$ cat config.mk
export PLATFORM = sky130hd
export DESIGN_NAME = md5_message_digest_core
export DESIGN_NICKNAME = d
export VERILOG_FILES = /design/src/sv/md5_pkg.sv /design/src/sv/md5_round.sv /design/src/sv/md5_message_digest_core.sv
export SDC_FILE = /design/constraint.sdc
export NUM_CORES = 2
export LEC_CHECK = 0
export ABC_AREA = 1
export BUFFER_PORTS_ARGS = -buffer_cell sky130_fd_sc_hd__buf_4
export CAP_MARGIN = 0
export CORE_MARGIN = 1
export CORE_UTILIZATION = 51
export DETAILED_ROUTE_END_ITERATION = 10
export PLACE_DENSITY = 0.71
export SLEW_MARGIN = 20
export SYNTH_ARGS = -nofsm -noshare
export SYNTH_HDL_FRONTEND = slang
export SYNTH_HIERARCHICAL = 1
export SYNTH_SLANG_ARGS = --single-unit
$ cat constraint.sdc
create_clock -name clk -period 9.3 [get_ports clk]
set_clock_uncertainty 0.15 [all_clocks]
set_input_delay 1.395 -clock clk [delete_from_list [all_inputs] [get_ports clk]]
set_output_delay 1.395 -clock clk [all_outputs]
set_load 0.05 [all_outputs]
$ cat src/sv/md5_pkg.sv
package md5_pkg;

  // Sequencer states
  typedef enum logic [2:0] {
    ST_IDLE,
    ST_ROUND,
    ST_FINAL,
    ST_PAD,
    ST_ZFILL,
    ST_LEN,
    ST_OUT
  } state_t;

  // Where the sequencer goes once a compression has been folded in
  typedef enum logic [1:0] {
    RET_IDLE,
    RET_PAD,
    RET_ZFILL,
    RET_OUT
  } ret_t;

  // Four 32-bit working words a, b, c, d
  typedef struct packed {
    logic [31:0] a;
    logic [31:0] b;
    logic [31:0] c;
    logic [31:0] d;
  } words_t;

  localparam logic [31:0] IV_A = 32'h67452301;
  localparam logic [31:0] IV_B = 32'hefcdab89;
  localparam logic [31:0] IV_C = 32'h98badcfe;
  localparam logic [31:0] IV_D = 32'h10325476;

  localparam logic [7:0]  PAD_BYTE   = 8'h80;
  localparam logic [60:0] COUNT_MAX  = {61{1'b1}};
  localparam logic [5:0]  LAST_ROUND = 6'd63;
  localparam logic [5:0]  LAST_FILL  = 6'd63;
  localparam logic [4:0]  LEN_WORD   = 5'd14;
  localparam logic [4:0]  EXTRA_WORD = 5'd15;
  localparam logic [4:0]  BLOCK_END  = 5'd16;
  localparam logic [3:0]  LAST_OUT   = 4'd15;

  // Additive constant of each round
  function automatic logic [31:0] add_const(input logic [5:0] r);
    logic [31:0] k;
    unique case (r)
      6'd0:  k = 32'hd76aa478;  6'd1:  k = 32'he8c7b756;
      6'd2:  k = 32'h242070db;  6'd3:  k = 32'hc1bdceee;
      6'd4:  k = 32'hf57c0faf;  6'd5:  k = 32'h4787c62a;
      6'd6:  k = 32'ha8304613;  6'd7:  k = 32'hfd469501;
      6'd8:  k = 32'h698098d8;  6'd9:  k = 32'h8b44f7af;
      6'd10: k = 32'hffff5bb1;  6'd11: k = 32'h895cd7be;
      6'd12: k = 32'h6b901122;  6'd13: k = 32'hfd987193;
      6'd14: k = 32'ha679438e;  6'd15: k = 32'h49b40821;
      6'd16: k = 32'hf61e2562;  6'd17: k = 32'hc040b340;
      6'd18: k = 32'h265e5a51;  6'd19: k = 32'he9b6c7aa;
      6'd20: k = 32'hd62f105d;  6'd21: k = 32'h02441453;
      6'd22: k = 32'hd8a1e681;  6'd23: k = 32'he7d3fbc8;
      6'd24: k = 32'h21e1cde6;  6'd25: k = 32'hc33707d6;
      6'd26: k = 32'hf4d50d87;  6'd27: k = 32'h455a14ed;
      6'd28: k = 32'ha9e3e905;  6'd29: k = 32'hfcefa3f8;
      6'd30: k = 32'h676f02d9;  6'd31: k = 32'h8d2a4c8a;
      6'd32: k = 32'hfffa3942;  6'd33: k = 32'h8771f681;
      6'd34: k = 32'h6d9d6122;  6'd35: k = 32'hfde5380c;
      6'd36: k = 32'ha4beea44;  6'd37: k = 32'h4bdecfa9;
      6'd38: k = 32'hf6bb4b60;  6'd39: k = 32'hbebfbc70;
      6'd40: k = 32'h289b7ec6;  6'd41: k = 32'heaa127fa;
      6'd42: k = 32'hd4ef3085;  6'd43: k = 32'h04881d05;
      6'd44: k = 32'hd9d4d039;  6'd45: k = 32'he6db99e5;
      6'd46: k = 32'h1fa27cf8;  6'd47: k = 32'hc4ac5665;
      6'd48: k = 32'hf4292244;  6'd49: k = 32'h432aff97;
      6'd50: k = 32'hab9423a7;  6'd51: k = 32'hfc93a039;
      6'd52: k = 32'h655b59c3;  6'd53: k = 32'h8f0ccc92;
      6'd54: k = 32'hffeff47d;  6'd55: k = 32'h85845dd1;
      6'd56: k = 32'h6fa87e4f;  6'd57: k = 32'hfe2ce6e0;
      6'd58: k = 32'ha3014314;  6'd59: k = 32'h4e0811a1;
      6'd60: k = 32'hf7537e82;  6'd61: k = 32'hbd3af235;
      6'd62: k = 32'h2ad7d2bb;  6'd63: k = 32'heb86d391;
      default: k = 32'h0;
    endcase
    return k;
  endfunction

  // Left rotate amount of each round
  function automatic logic [4:0] shift_amt(input logic [5:0] r);
    logic [4:0] s;
    unique case ({r[5:4], r[1:0]})
      4'd0:  s = 5'd7;   4'd1:  s = 5'd12;  4'd2:  s = 5'd17;  4'd3:  s = 5'd22;
      4'd4:  s = 5'd5;   4'd5:  s = 5'd9;   4'd6:  s = 5'd14;  4'd7:  s = 5'd20;
      4'd8:  s = 5'd4;   4'd9:  s = 5'd11;  4'd10: s = 5'd16;  4'd11: s = 5'd23;
      4'd12: s = 5'd6;   4'd13: s = 5'd10;  4'd14: s = 5'd15;  4'd15: s = 5'd21;
      default: s = 5'd7;
    endcase
    return s;
  endfunction

  // Message word used by each round, all arithmetic mod 16
  function automatic logic [3:0] msg_index(input logic [5:0] r);
    logic [3:0] g;
    unique case (r[5:4])
      2'd0: g = r[3:0];
      2'd1: g = {r[1:0], 2'b00} + r[3:0] + 4'd1;
      2'd2: g = {r[2:0], 1'b0} + r[3:0] + 4'd5;
      2'd3: g = {r[0], 3'b000} - r[3:0];
      default: g = r[3:0];
    endcase
    return g;
  endfunction

endpackage

$ cat src/sv/md5_round.sv
module md5_round (
  input  md5_pkg::words_t   words,
  input  logic [31:0]       msg_word,
  input  logic [5:0]        round_index,
  output logic [31:0]       new_b
);

  logic [31:0] f;
  logic [31:0] sum;
  logic [63:0] rot_wide;

  // Pick the boolean function of the current quarter
  always_comb begin
    unique case (round_index[5:4])
      2'd0: f = (words.b & words.c) | (~words.b & words.d);
      2'd1: f = (words.d & words.b) | (~words.d & words.c);
      2'd2: f = words.b ^ words.c ^ words.d;
      2'd3: f = words.c ^ (words.b | ~words.d);
      default: f = 32'h0;
    endcase
  end

  // Sum, rotate and add b
  always_comb begin
    sum      = f + words.a + md5_pkg::add_const(round_index) + msg_word;
    rot_wide = {sum, sum} << md5_pkg::shift_amt(round_index);
    new_b    = words.b + rot_wide[63:32];
  end

endmodule

$ cat src/sv/md5_message_digest_core.sv
// MD5 digest engine, one message byte per item.
// Input: pulse start with data_byte, byte_valid and last while busy is low;
// the item is taken at that edge. byte_valid marks a message byte; last ends
// the message (a last item without a byte finishes the message taken so far).
// An item with neither flag is dropped.
// Output: after the last item, sixteen digest bytes come out on consecutive
// cycles, each marked by digest_valid for one cycle, digest_last on the
// sixteenth. The receiver cannot stall; bytes are gone after their cycle.
// Sequence: a byte that does not complete a 64-byte block is stored in the buffer.
// A byte that completes a block starts a compression: 64 rounds through the single
// shared round unit, then a fold of the result into the chaining words. No new
// byte is taken meanwhile, so that round unit sets the rate on long messages.
// Finishing takes a pad step, a zero-fill run, a length step and a compression,
// then the digest output. When the length needs a second block, the first block
// is zero-filled to its end and compressed; the second block is then zero-filled
// up to the length words. busy stays high all through.
// Reset: synchronous; loads the initial vector, clears counts and returns to
// idle. The message buffer is not cleared; each word is written before use.
module md5_message_digest_core (
  input  logic       clk,
  input  logic       rst,
  input  logic       start,
  output logic       busy,
  input  logic [7:0] data_byte,
  input  logic       byte_valid,
  input  logic       last,
  output logic       digest_valid,
  output logic [7:0] digest_byte,
  output logic       digest_last
);

  md5_pkg::state_t state;
  md5_pkg::state_t state_next;
  md5_pkg::ret_t   ret;
  md5_pkg::words_t chain;
  md5_pkg::words_t round_words;

  logic [31:0] message_words [16];

  logic [5:0]  round_index;
  logic [60:0] byte_count;
  logic [5:0]  fill_position;
  logic [4:0]  zptr;
  logic        len_block;
  logic [3:0]  out_idx;

  logic        accept;
  logic        start_compress;
  logic [4:0]  pad_word;
  logic [31:0] msg_word;
  logic [31:0] new_b;
  logic [31:0] out_word;
  logic [63:0] bit_len;

  assign accept   = start && !busy;
  assign pad_word = {1'b0, fill_position[5:2]} + 5'd1;
  assign msg_word = message_words[md5_pkg::msg_index(round_index)];
  assign bit_len  = {byte_count, 3'b000};

  // Shared round unit
  md5_round u_round (
    .words       (round_words),
    .msg_word    (msg_word),
    .round_index (round_index),
    .new_b       (new_b)
  );

  // Next state
  always_comb begin
    state_next = state;
    unique case (state)
      md5_pkg::ST_IDLE: begin
        if (accept) begin
          if (byte_valid && fill_position == md5_pkg::LAST_FILL) begin
            state_next = md5_pkg::ST_ROUND;
          end else if (last) begin
            state_next = md5_pkg::ST_PAD;
          end
        end
      end
      md5_pkg::ST_ROUND: begin
        if (round_index == md5_pkg::LAST_ROUND) begin
          state_next = md5_pkg::ST_FINAL;
        end
      end
      md5_pkg::ST_FINAL: begin
        unique case (ret)
          md5_pkg::RET_IDLE:  state_next = md5_pkg::ST_IDLE;
          md5_pkg::RET_PAD:   state_next = md5_pkg::ST_PAD;
          md5_pkg::RET_ZFILL: state_next = md5_pkg::ST_ZFILL;
          md5_pkg::RET_OUT:   state_next = md5_pkg::ST_OUT;
          default:            state_next = md5_pkg::ST_IDLE;
        endcase
      end
      md5_pkg::ST_PAD: begin
        state_next = md5_pkg::ST_ZFILL;
      end
      md5_pkg::ST_ZFILL: begin
        if (len_block) begin
          if (zptr >= md5_pkg::LEN_WORD) begin
            state_next = md5_pkg::ST_LEN;
          end
        end else if (zptr == md5_pkg::BLOCK_END) begin
          state_next = md5_pkg::ST_ROUND;
        end
      end
      md5_pkg::ST_LEN: begin
        state_next = md5_pkg::ST_ROUND;
      end
      md5_pkg::ST_OUT: begin
        if (out_idx == md5_pkg::LAST_OUT) begin
          state_next = md5_pkg::ST_IDLE;
        end
      end
      default: state_next = md5_pkg::ST_IDLE;
    endcase
  end

  // Outputs and strobes
  always_comb begin
    busy           = (state != md5_pkg::ST_IDLE);
    start_compress = (state_next == md5_pkg::ST_ROUND) && (state != md5_pkg::ST_ROUND);
    digest_valid   = (state == md5_pkg::ST_OUT);
    digest_last    = (state == md5_pkg::ST_OUT) && (out_idx == md5_pkg::LAST_OUT);
    unique case (out_idx[3:2])
      2'd0: out_word = chain.a;
      2'd1: out_word = chain.b;
      2'd2: out_word = chain.c;
      2'd3: out_word = chain.d;
      default: out_word = chain.a;
    endcase
    digest_byte = out_word[{out_idx[1:0], 3'b000} +: 8];
  end

  // Control and chaining registers
  always_ff @(posedge clk) begin
    if (rst) begin
      state         <= md5_pkg::ST_IDLE;
      ret           <= md5_pkg::RET_IDLE;
      chain         <= '{md5_pkg::IV_A, md5_pkg::IV_B, md5_pkg::IV_C, md5_pkg::IV_D};
      round_words   <= '0;
      round_index   <= '0;
      byte_count    <= '0;
      fill_position <= '0;
      zptr          <= '0;
      len_block     <= 1'b0;
      out_idx       <= '0;
    end else begin
      state <= state_next;

      // Load working words at the start of a compression
      if (start_compress) begin
        round_words <= chain;
        round_index <= '0;
      end

      unique case (state)
        md5_pkg::ST_IDLE: begin
          if (accept) begin
            ret <= last ? md5_pkg::RET_PAD : md5_pkg::RET_IDLE;
            if (byte_valid) begin
              fill_position <= fill_position + 6'd1;
              if (byte_count != md5_pkg::COUNT_MAX) begin
                byte_count <= byte_count + 61'd1;
              end
            end
          end
        end
        md5_pkg::ST_ROUND: begin
          round_words <= '{round_words.d, new_b, round_words.b, round_words.c};
          round_index <= round_index + 6'd1;
        end
        md5_pkg::ST_FINAL: begin
          chain.a <= chain.a + round_words.a;
          chain.b <= chain.b + round_words.b;
          chain.c <= chain.c + round_words.c;
          chain.d <= chain.d + round_words.d;
        end
        md5_pkg::ST_PAD: begin
          // Rest of the word is already zero; move to the next word
          zptr          <= pad_word;
          len_block     <= (pad_word < md5_pkg::EXTRA_WORD);
          fill_position <= '0;
          ret           <= md5_pkg::RET_ZFILL;
        end
        md5_pkg::ST_ZFILL: begin
          if (len_block) begin
            if (zptr < md5_pkg::LEN_WORD) begin
              zptr <= zptr + 5'd1;
            end
          end else if (zptr == md5_pkg::BLOCK_END) begin
            // Length goes into a second block
            zptr      <= '0;
            len_block <= 1'b1;
          end else begin
            zptr <= zptr + 5'd1;
          end
        end
        md5_pkg::ST_LEN: begin
          ret <= md5_pkg::RET_OUT;
        end
        md5_pkg::ST_OUT: begin
          out_idx <= out_idx + 4'd1;
          if (out_idx == md5_pkg::LAST_OUT) begin
            chain         <= '{md5_pkg::IV_A, md5_pkg::IV_B, md5_pkg::IV_C, md5_pkg::IV_D};
            byte_count    <= '0;
            fill_position <= '0;
            ret           <= md5_pkg::RET_IDLE;
          end
        end
        default: ;
      endcase
    end
  end

  // Message buffer writes
  always_ff @(posedge clk) begin
    unique case (state)
      md5_pkg::ST_IDLE: begin
        if (accept && byte_valid) begin
          if (fill_position[1:0] == 2'd0) begin
            message_words[fill_position[5:2]] <= {24'h0, data_byte};
          end else begin
            message_words[fill_position[5:2]][{fill_position[1:0], 3'b000} +: 8] <= data_byte;
          end
        end
      end
      md5_pkg::ST_PAD: begin
        if (fill_position[1:0] == 2'd0) begin
          message_words[fill_position[5:2]] <= {24'h0, md5_pkg::PAD_BYTE};
        end else begin
          message_words[fill_position[5:2]][{fill_position[1:0], 3'b000} +: 8] <=
            md5_pkg::PAD_BYTE;
        end
      end
      md5_pkg::ST_ZFILL: begin
        if ((len_block && zptr < md5_pkg::LEN_WORD) ||
            (!len_block && zptr != md5_pkg::BLOCK_END)) begin
          message_words[zptr[3:0]] <= 32'h0;
        end
      end
      md5_pkg::ST_LEN: begin
        message_words[md5_pkg::LEN_WORD[3:0]]   <= bit_len[31:0];
        message_words[md5_pkg::EXTRA_WORD[3:0]] <= bit_len[63:32];
      end
      default: ;
    endcase
  end

  // Checks
  a_idle_entry: assert property (@(posedge clk) disable iff (rst)
    $fell(busy) |-> ($past(state) == md5_pkg::ST_OUT || $past(state) == md5_pkg::ST_FINAL))
    else $error("busy dropped outside digest output or compression end");

  a_round_rest: assert property (@(posedge clk) disable iff (rst)
    state != md5_pkg::ST_ROUND |-> round_index == 6'd0)
    else $error("round counter not at zero outside a compression");

  a_load: assert property (@(posedge clk) disable iff (rst)
    start_compress |=> (state == md5_pkg::ST_ROUND && round_index == 6'd0 &&
                        round_words == $past(chain)))
    else $error("compression did not start from the chaining words");

  a_done: assert property (@(posedge clk) disable iff (rst)
    digest_last |=> (!busy && !digest_valid && chain.a == md5_pkg::IV_A))
    else $error("block not back to idle after digest");

endmodule

# Word-level counts from Yosys, hierarchy flattened
# Memory sizes are Yosys's and may differ from the RTL's. A register that Yosys moved wholly into a read port is not among the register bits.
# Index checks and enable logic that the tools add are counted.
word_totals:
  rom_bits: 2128
  latch_bits: 0
  register_bits: 344
  memories: 3
  ramBits: 512
  wordCells: 374
  output_inout_bits: 11
  inputBits: 13
classes:
  bitwise_logic: 108
  div: 0
  n_lt_le_gt_ge: 3
  n_eq_ne: 28
  shifts: 5
  reduce_logical: 29
  mux: 162
  add_sub_neg: 20
  multipliers: 0
mem_list:
  columns: ["memory", "words", "word_bits", "rd", "rd_ports_with_merged_regs", "wr", "line_no", "text"]
  rows:
  - ["(name not given)", 64, 32, 1, 1, 0, "md5_pkg.sv:47", "unique case (r)"]
  - ["message_words", 16, 32, 1, 0, 2, "md5_message_digest_core.sv:38", "logic [31:0] message_words [16];"]
  - ["(name not given)", 16, 5, 1, 1, 0, "md5_pkg.sv:88", "unique case ({r[5:4], r[1:0]})"]
ops:
  columns: ["operator", "count"]
  rows:
  - ["128-bit two-way mux", 3]
  - ["32-bit adder", 8]
  - ["128-bit case mux with 2 select lines", 1]
  - ["32-bit case mux with 4 select lines", 2]
  - ["61-bit two-way mux", 4]
  - ["32-bit two-way mux", 6]
  - ["32-bit AND", 4]
  - ["61-bit case mux with 2 select lines", 1]
  - ["1-bit two-way mux", 114]
  - ["1-bit bitwise OR", 96]
  - ["32-bit bitwise OR", 3]
  - ["32-bit bitwise XOR", 3]
  - ["32-bit NOT", 2]
  - ["32-bit OR reduction", 2]
  - ["64-bit by 5-bit << shifter with 64-bit output", 1]
  - ["61-bit by 1-bit adder with 61-bit output (second input constant)", 1]
  - ["61-bit inequality test (second input constant)", 1]
  - ["6-bit two-way mux", 7]
  - ["8-bit by 7-bit variable shift with 32-bit output (first input constant)", 1]
  - ["32-bit by 6-bit variable part select with 8-bit output", 1]
  - ["8-bit by 7-bit variable part select with 32-bit output", 1]
  - ["8-bit by 7-bit variable part select with 32-bit output (first input constant)", 1]
  - ["3-bit two-way mux", 8]
  - ["3-bit case mux with 7 select lines", 1]
  - ["44 further kinds", 83]

# Depth between registers and ports, before layout
logic_depth:
  word_depth: 12
  mapped_depth: 57
  depth_no_buf: 55

# Modules after synthesis
# The synthesis kept the hierarchy.
by_module_without_submodules:
  columns: ["module", "seq_area_each_um2", "area_each_um2", "n_inst", "cells_each"]
  rows:
  - ["md5_message_digest_core", 22231.3, 49700.2, 1, 6712]
  - ["md5_round", 0.0, 11912.7, 1, 2145]

# Least setup slack after synthesis
# Ideal clock, no wire load.
synth_timing:
  path_kind: "register to register"
  start: "register round_index[1]"
  end: "register round_words[88] (netlist name)"
  path_buffers: 2
  setup_time_ns: 0.132
  period_less_slack_ns: 7.974
  stages_incl_launch_ff: 56
  arrival_time_ns: 7.691
  slack_ns: 1.326
  required_time_ns: 9.018
  path_cell_list: "dfxtp_1 inv_1 ha_1 inv_1 fa_1 o21ai_0 o211ai_1 o21ai_0 clkbuf_1 clkbuf_1 nand3_1 nand3_1 nand2_1 fa_1 inv_1 fa_1 inv_1 ha_1 [... 20 more ...] nand2_1 a21oi_1 o21bai_1 nand2_1 nand2_1 nand2_1 nand2_2 nand2_1 nand2_1 a21boi_1 o21bai_1 nand2_1 nand2_1 xor2_1 nand2_1 o21ai_0 nand2_1 a21oi_1"
synth_between:
  elab_chain_len: 8
  elab_cells_between_ends: 17
  cone_classes: "7 x add/sub; 2 x eq/ne; 1 x shift; 4 x mux; 2 x reduce/logical; 1 x memory"
synth_rtl:
  columns: ["element", "line_no", "text"]
  rows:
  - ["start, declared", "md5_message_digest_core.sv:40", "logic [5:0] round_index;"]
  - ["start signal, assigned", "md5_message_digest_core.sv:171", "round_index <= round_index + 6'd1;"]
  - ["4-bit adder, on equally long branches", "md5_pkg.sv:104, md5_pkg.sv:103", null]
  - ["4-bit by 3-bit adder with 4-bit output or 4-bit by 1-bit adder with 4-bit output (tied branches)", "md5_pkg.sv:104, md5_pkg.sv:103", null]
  - ["4-bit case mux with 4 select lines *", "md5_pkg.sv:101", "unique case (r[5:4])"]
  - ["memory 16 x 32 bit *", null, null]
  - ["via msg_word[0]", "md5_message_digest_core.sv:50", "logic [31:0] msg_word;"]
  - ["32-bit adder *", "md5_round.sv:25", "sum = f + words.a + md5_pkg::add_const(round_index) + msg_word;"]
  - ["64-bit by 5-bit << shifter with 64-bit output *", "md5_round.sv:26", "rot_wide = {sum, sum} << md5_pkg::shift_amt(round_index);"]
  - ["32-bit adder *", "md5_round.sv:27", "new_b = words.b + rot_wide[63:32];"]
  - ["via new_b[24]", "md5_message_digest_core.sv:51", "logic [31:0] new_b;"]
  - ["128-bit two-way mux *", "md5_message_digest_core.sv:157", "unique case (state)"]
  - ["end signal, assigned", "md5_message_digest_core.sv:153", "round_words <= chain;"]
  - ["end signal, assigned", "md5_message_digest_core.sv:170", "round_words <= '{round_words.d, new_b, round_words.b, round_words.c};"]
  - ["end, declared", "md5_message_digest_core.sv:36", "md5_pkg::words_t round_words;"]
# The timed path passes the listed nets; every way through them passes the cells marked *.
# A chain may end at the register's enable or synchronous reset.

# Worst setup path after layout
layout_timing:
  start: "register round_index[1]"
  end: "register round_words[95] (netlist name)"
layout_between:
  elab_chain_len: 8
  elab_cells_between_ends: 17
  cone_classes: "7 x add/sub; 2 x eq/ne; 1 x shift; 4 x mux; 2 x reduce/logical; 1 x memory"
layout_rtl:
  columns: ["element", "line_no"]
  rows:
  - ["4-bit adder, on equally long branches", "md5_pkg.sv:104, md5_pkg.sv:103"]
  - ["4-bit by 3-bit adder with 4-bit output or 4-bit by 1-bit adder with 4-bit output (tied branches)", "md5_pkg.sv:104, md5_pkg.sv:103"]
  - ["4-bit case mux with 4 select lines *", "md5_pkg.sv:101"]
  - ["memory 16 x 32 bit *", null]
  - ["32-bit adder *", "md5_round.sv:25"]
  - ["64-bit by 5-bit << shifter with 64-bit output *", "md5_round.sv:26"]
  - ["32-bit adder *", "md5_round.sv:27"]
  - ["via new_b[31]", "md5_message_digest_core.sv:51"]
  - ["128-bit two-way mux *", "md5_message_digest_core.sv:157"]
# Marks and branches as above.

==> qor.yml <==
critPathMaxFanout: 21
htreeDepth: 3
hp-class: "reg2reg"
nNetsFinal: 9113
cts_buffer_depth: 3
wl_per_cell_um: 24.8
synthCells: 8857
r2r_cells: 49
yosys_warnings: 6
antenna_found_initial: 15
drive_gt1_share_pct: 7.52
firstDrtPassIters: 7
grt_pass1_vias: 57900
nFillCells: 11700
detailed_place_hpwl_mm: 196
internal_power_mw: 9.56
vias_per_cell: 6.05
p_sw_share_pct: 47.6
cp_common_cell: "nand2_1"
critPathCaptureType: "register"
combinationalPowerShare_pct: 52.8
dp.cells: 10300
die_h_um: 350
tns_ns: 0
async_flop_share_pct: 0
grt_pass1_wl_mm: 378
crit_type: "reg2reg"
relSlewSlack_pct: 21.3
max_freq_mhz: 114
synth.distinct_cells: 66
cpPeakStageDelay_ns: 0.65
design.core.area_sq_mm: 0.120
grt-ovfl-total: 0
start_util_pct: 51.4
setup_viol: 0
critPathArrivalTime_ns: 9.21
grt_use_total_pct: 41.5
gp_congestion: 1.11
startpoint_type: "register"
die_w_um: 350
multi_input_area_sq_mm: 0.0339
tightest_slew_ns: 1.17
grt_max_degree: 136
powerDensity_mw_per_mm2: 270
hold_start: "byte_count[15]$_SDFFE_PP0P_"
ys_ff_latch: 856
seqCellArea_sq_mm: 0.0222
r2r_start: "round_index[1]$_SDFFE_PP0P_"
syn-mean-instance-area_sq_um: 6.96
wl_mm: 260
ioPinCount: 24
synthFlopType: "edfxtp_1"
portBuffers: 23
leakagePower_nw: 29.3
dr.first_iter.drc_count: 8558
post-route-drc-count: 0
seqPwrFrac_pct: 25.1
ctsRootBufferMaster: "clkbuf_16"
seq_area_frac_synth_pct: 36.1
num_rows: 127
ant_nets: 0
finalHoldViolations: 0
synth.net_count: 9166
power.clock.fraction_pct: 22.1
status: "finished clean"
ir_drop_mv: 0.204
cts_sinks: 856
timing.rr.end: "round_words[95]$_SDFFE_PP0P_"
hold_end: "byte_count[15]$_SDFFE_PP0P_"
route.vias.total: 63500
post-route-util_pct: 56.3
slowest_stage: "a211oi_1"
p_switching_mw: 8.69
post-route-min-period_ns: 8.76
rsz0062_at_grt: "no"
post-route-period-util_pct: 94.2
required_ns: 9.75
numCtsBuffers: 94
slew_violations: 0
hold_path_depth: 2
maxCapViolCount: 0
syn_area_sq_mm: 0.0616
cts_tree: "built"
synth_edf_count: 509
area_growth_pct: 9.49
clk_pin_slew_ns: 0.07
dieArea_sq_mm: 0.122
r2r_setup_slack_ns: 0.54
stdcell_count: 10500
insertion_delay_ns: 0.75
[flip-flops by register name, indices dropped and copies added (netlist names)]
signal	cells
state	3
zptr	5
round_words	128
ret	2
chain	128
out_idx	4
len_block	1
message_words	512
fill_position	6
round_index	6
byte_count	61
[layer usage]
layer  track usage (%)  wire length (um)  vias to the layer above
li1                  -                 -                    29200
met1              56.4            105000                    29900
met2              62.1            110000                     3643
met3              9.46             29400                      716
met4              20.3             14800                       22
met5                 0               149                        -
[Yosys cell counts, types with 9 or more instances]
cell type | count | share of area [%]
nor2_1 | 1060 | 6.5
o211ai_1 | 222 | 2.7
nand2_1 | 2225 | 14
a211oi_1 | 16 | 0.19
buf_6 | 9 | 0.16
xor2_1 | 71 | 1.0
nor3_1 | 70 | 0.57
a21o_1 | 12 | 0.15
nand3_2 | 13 | 0.21
ha_1 | 228 | 4.6
fa_1 | 68 | 2.2
o21bai_1 | 16 | 0.19
inv_2 | 23 | 0.14
clkbuf_1 | 244 | 1.5
o21a_1 | 13 | 0.16
buf_1 | 37 | 0.23
o221ai_1 | 12 | 0.17
buf_2 | 75 | 0.61
inv_1 | 1048 | 6.4
a221oi_1 | 20 | 0.28
nand3_1 | 917 | 7.4
a21oi_1 | 475 | 3.9
buf_4 | 20 | 0.24
o2111ai_1 | 11 | 0.16
o21ai_1 | 20 | 0.16
dfxtp_1 | 347 | 11
a31oi_1 | 46 | 0.47
o31ai_1 | 10 | 0.12
nand4_1 | 71 | 0.72
nand3b_1 | 82 | 1.0
edfxtp_1 | 509 | 25
o22ai_1 | 40 | 0.41
or2_2 | 172 | 1.7
xnor2_1 | 53 | 0.75
o21ai_0 | 506 | 4.1
[what timing repair did]
action	in CTS	in global routing
setup buffers	0	1
resized for setup	0	16
endpoints found under the setup margin	0	15
hold buffers	0	0
[cell families after synthesis]
logic type	after synthesis	share of synthesized area (%)
simple gates	4661	32.3
buf+inv	1463	9.30
compound gates	1457	13.7
flops	856	36.1
fa+ha+maj	296	6.84
xor+xnor	124	1.76
[power groups by stage]
stage | clock network (mW) | registers, mW | logic (mW)
finish | 4.03 | 4.58 | 9.63
global route | 4.17 | 4.56 | 10.4
CTS | 4.03 | 4.54 | 9.27
detailed placement | 0 | 4.62 | 9.23
global placement | 0 | 4.62 | 9.21
floorplan | 0 | 4.41 | 6.14
[stage by stage]
step | hold slack [ns] | worst slack [ns] | total power [mW] | instance area, sq um
6_report | 0.351 | 0.540 | 18.2 | 67500
5_1_grt | 0.378 | 0.0147 | 19.2 | 67400
4_1_cts | 0.349 | 0.388 | 17.8 | 67400
3_5_place_dp | 0.339 | 0.355 | 13.9 | 64100
3_3_place_gp | 0.333 | 0.461 | 13.8 | 64100
2_1_floorplan | 0.306 | 1.33 | 10.5 | 61600
[worst max-delay path: cells and delay by family, from the launching register on]
kind | cells | cell delay, ns
compound gates | 9 | 2.00
fa+ha+maj | 4 | 1.54
buf+inv | 10 | 1.54
flops | 1 | 0.35
simple gates | 26 | 3.02
[layout make-up]
type / instances / area share [%]
antenna: 3 / 0.0111
clock buffer: 111 / 3.66
clock inverter: 59 / 1.20
inverter: 1077 / 6.04
multi-input combinational: 6538 / 50.2
sequential: 856 / 33.0
tap: 1612 / 2.99
timing repair buffer: 237 / 2.95
[worst max-delay path by stage]
stage / start / endpoint / depth (start not counted)
floorplan: round_index[1]$_SDFFE_PP0P_ / round_words[88]$_SDFFE_PP0P_ / 55
global placement: round_index[5]$_SDFFE_PP0P_ / round_words[85]$_SDFFE_PP0P_ / 49
detailed placement: round_index[5]$_SDFFE_PP0P_ / round_words[85]$_SDFFE_PP0P_ / 49
CTS: round_index[5]$_SDFFE_PP0P_ / round_words[85]$_SDFFE_PP0P_ / 49
global route: round_index[1]$_SDFFE_PP0P_ / round_words[86]$_SDFFE_PP0P_ / 54
finish: round_index[1]$_SDFFE_PP0P_ / round_words[95]$_SDFFE_PP0P_ / 49
[layout by cell type, fill, tap and decap left out, types with 13 or more instances in the layout]
master,n
bufinv_16,13
o21ai_0,497
o21bai_1,16
buf_12,15
clkinv_2,15
o22ai_1,40
nand3b_1,82
inv_1,1044
o21ai_1,26
or2_2,172
a21oi_1,469
nor3_1,58
buf_4,219
nand3_2,13
a31oi_1,46
ha_1,228
a211oi_1,16
dfxtp_1,344
xor2_1,70
xnor2_1,53
nor3_2,13
nand4_1,71
nand3_1,916
clkbuf_16,95
o21a_1,13
o211ai_1,222
fa_1,68
clkinv_1,17
nor2_1,1060
edfxtp_1,509
nand2_1,2221
inv_2,19
a221oi_1,20
Power figures use the tool's default switching activity.
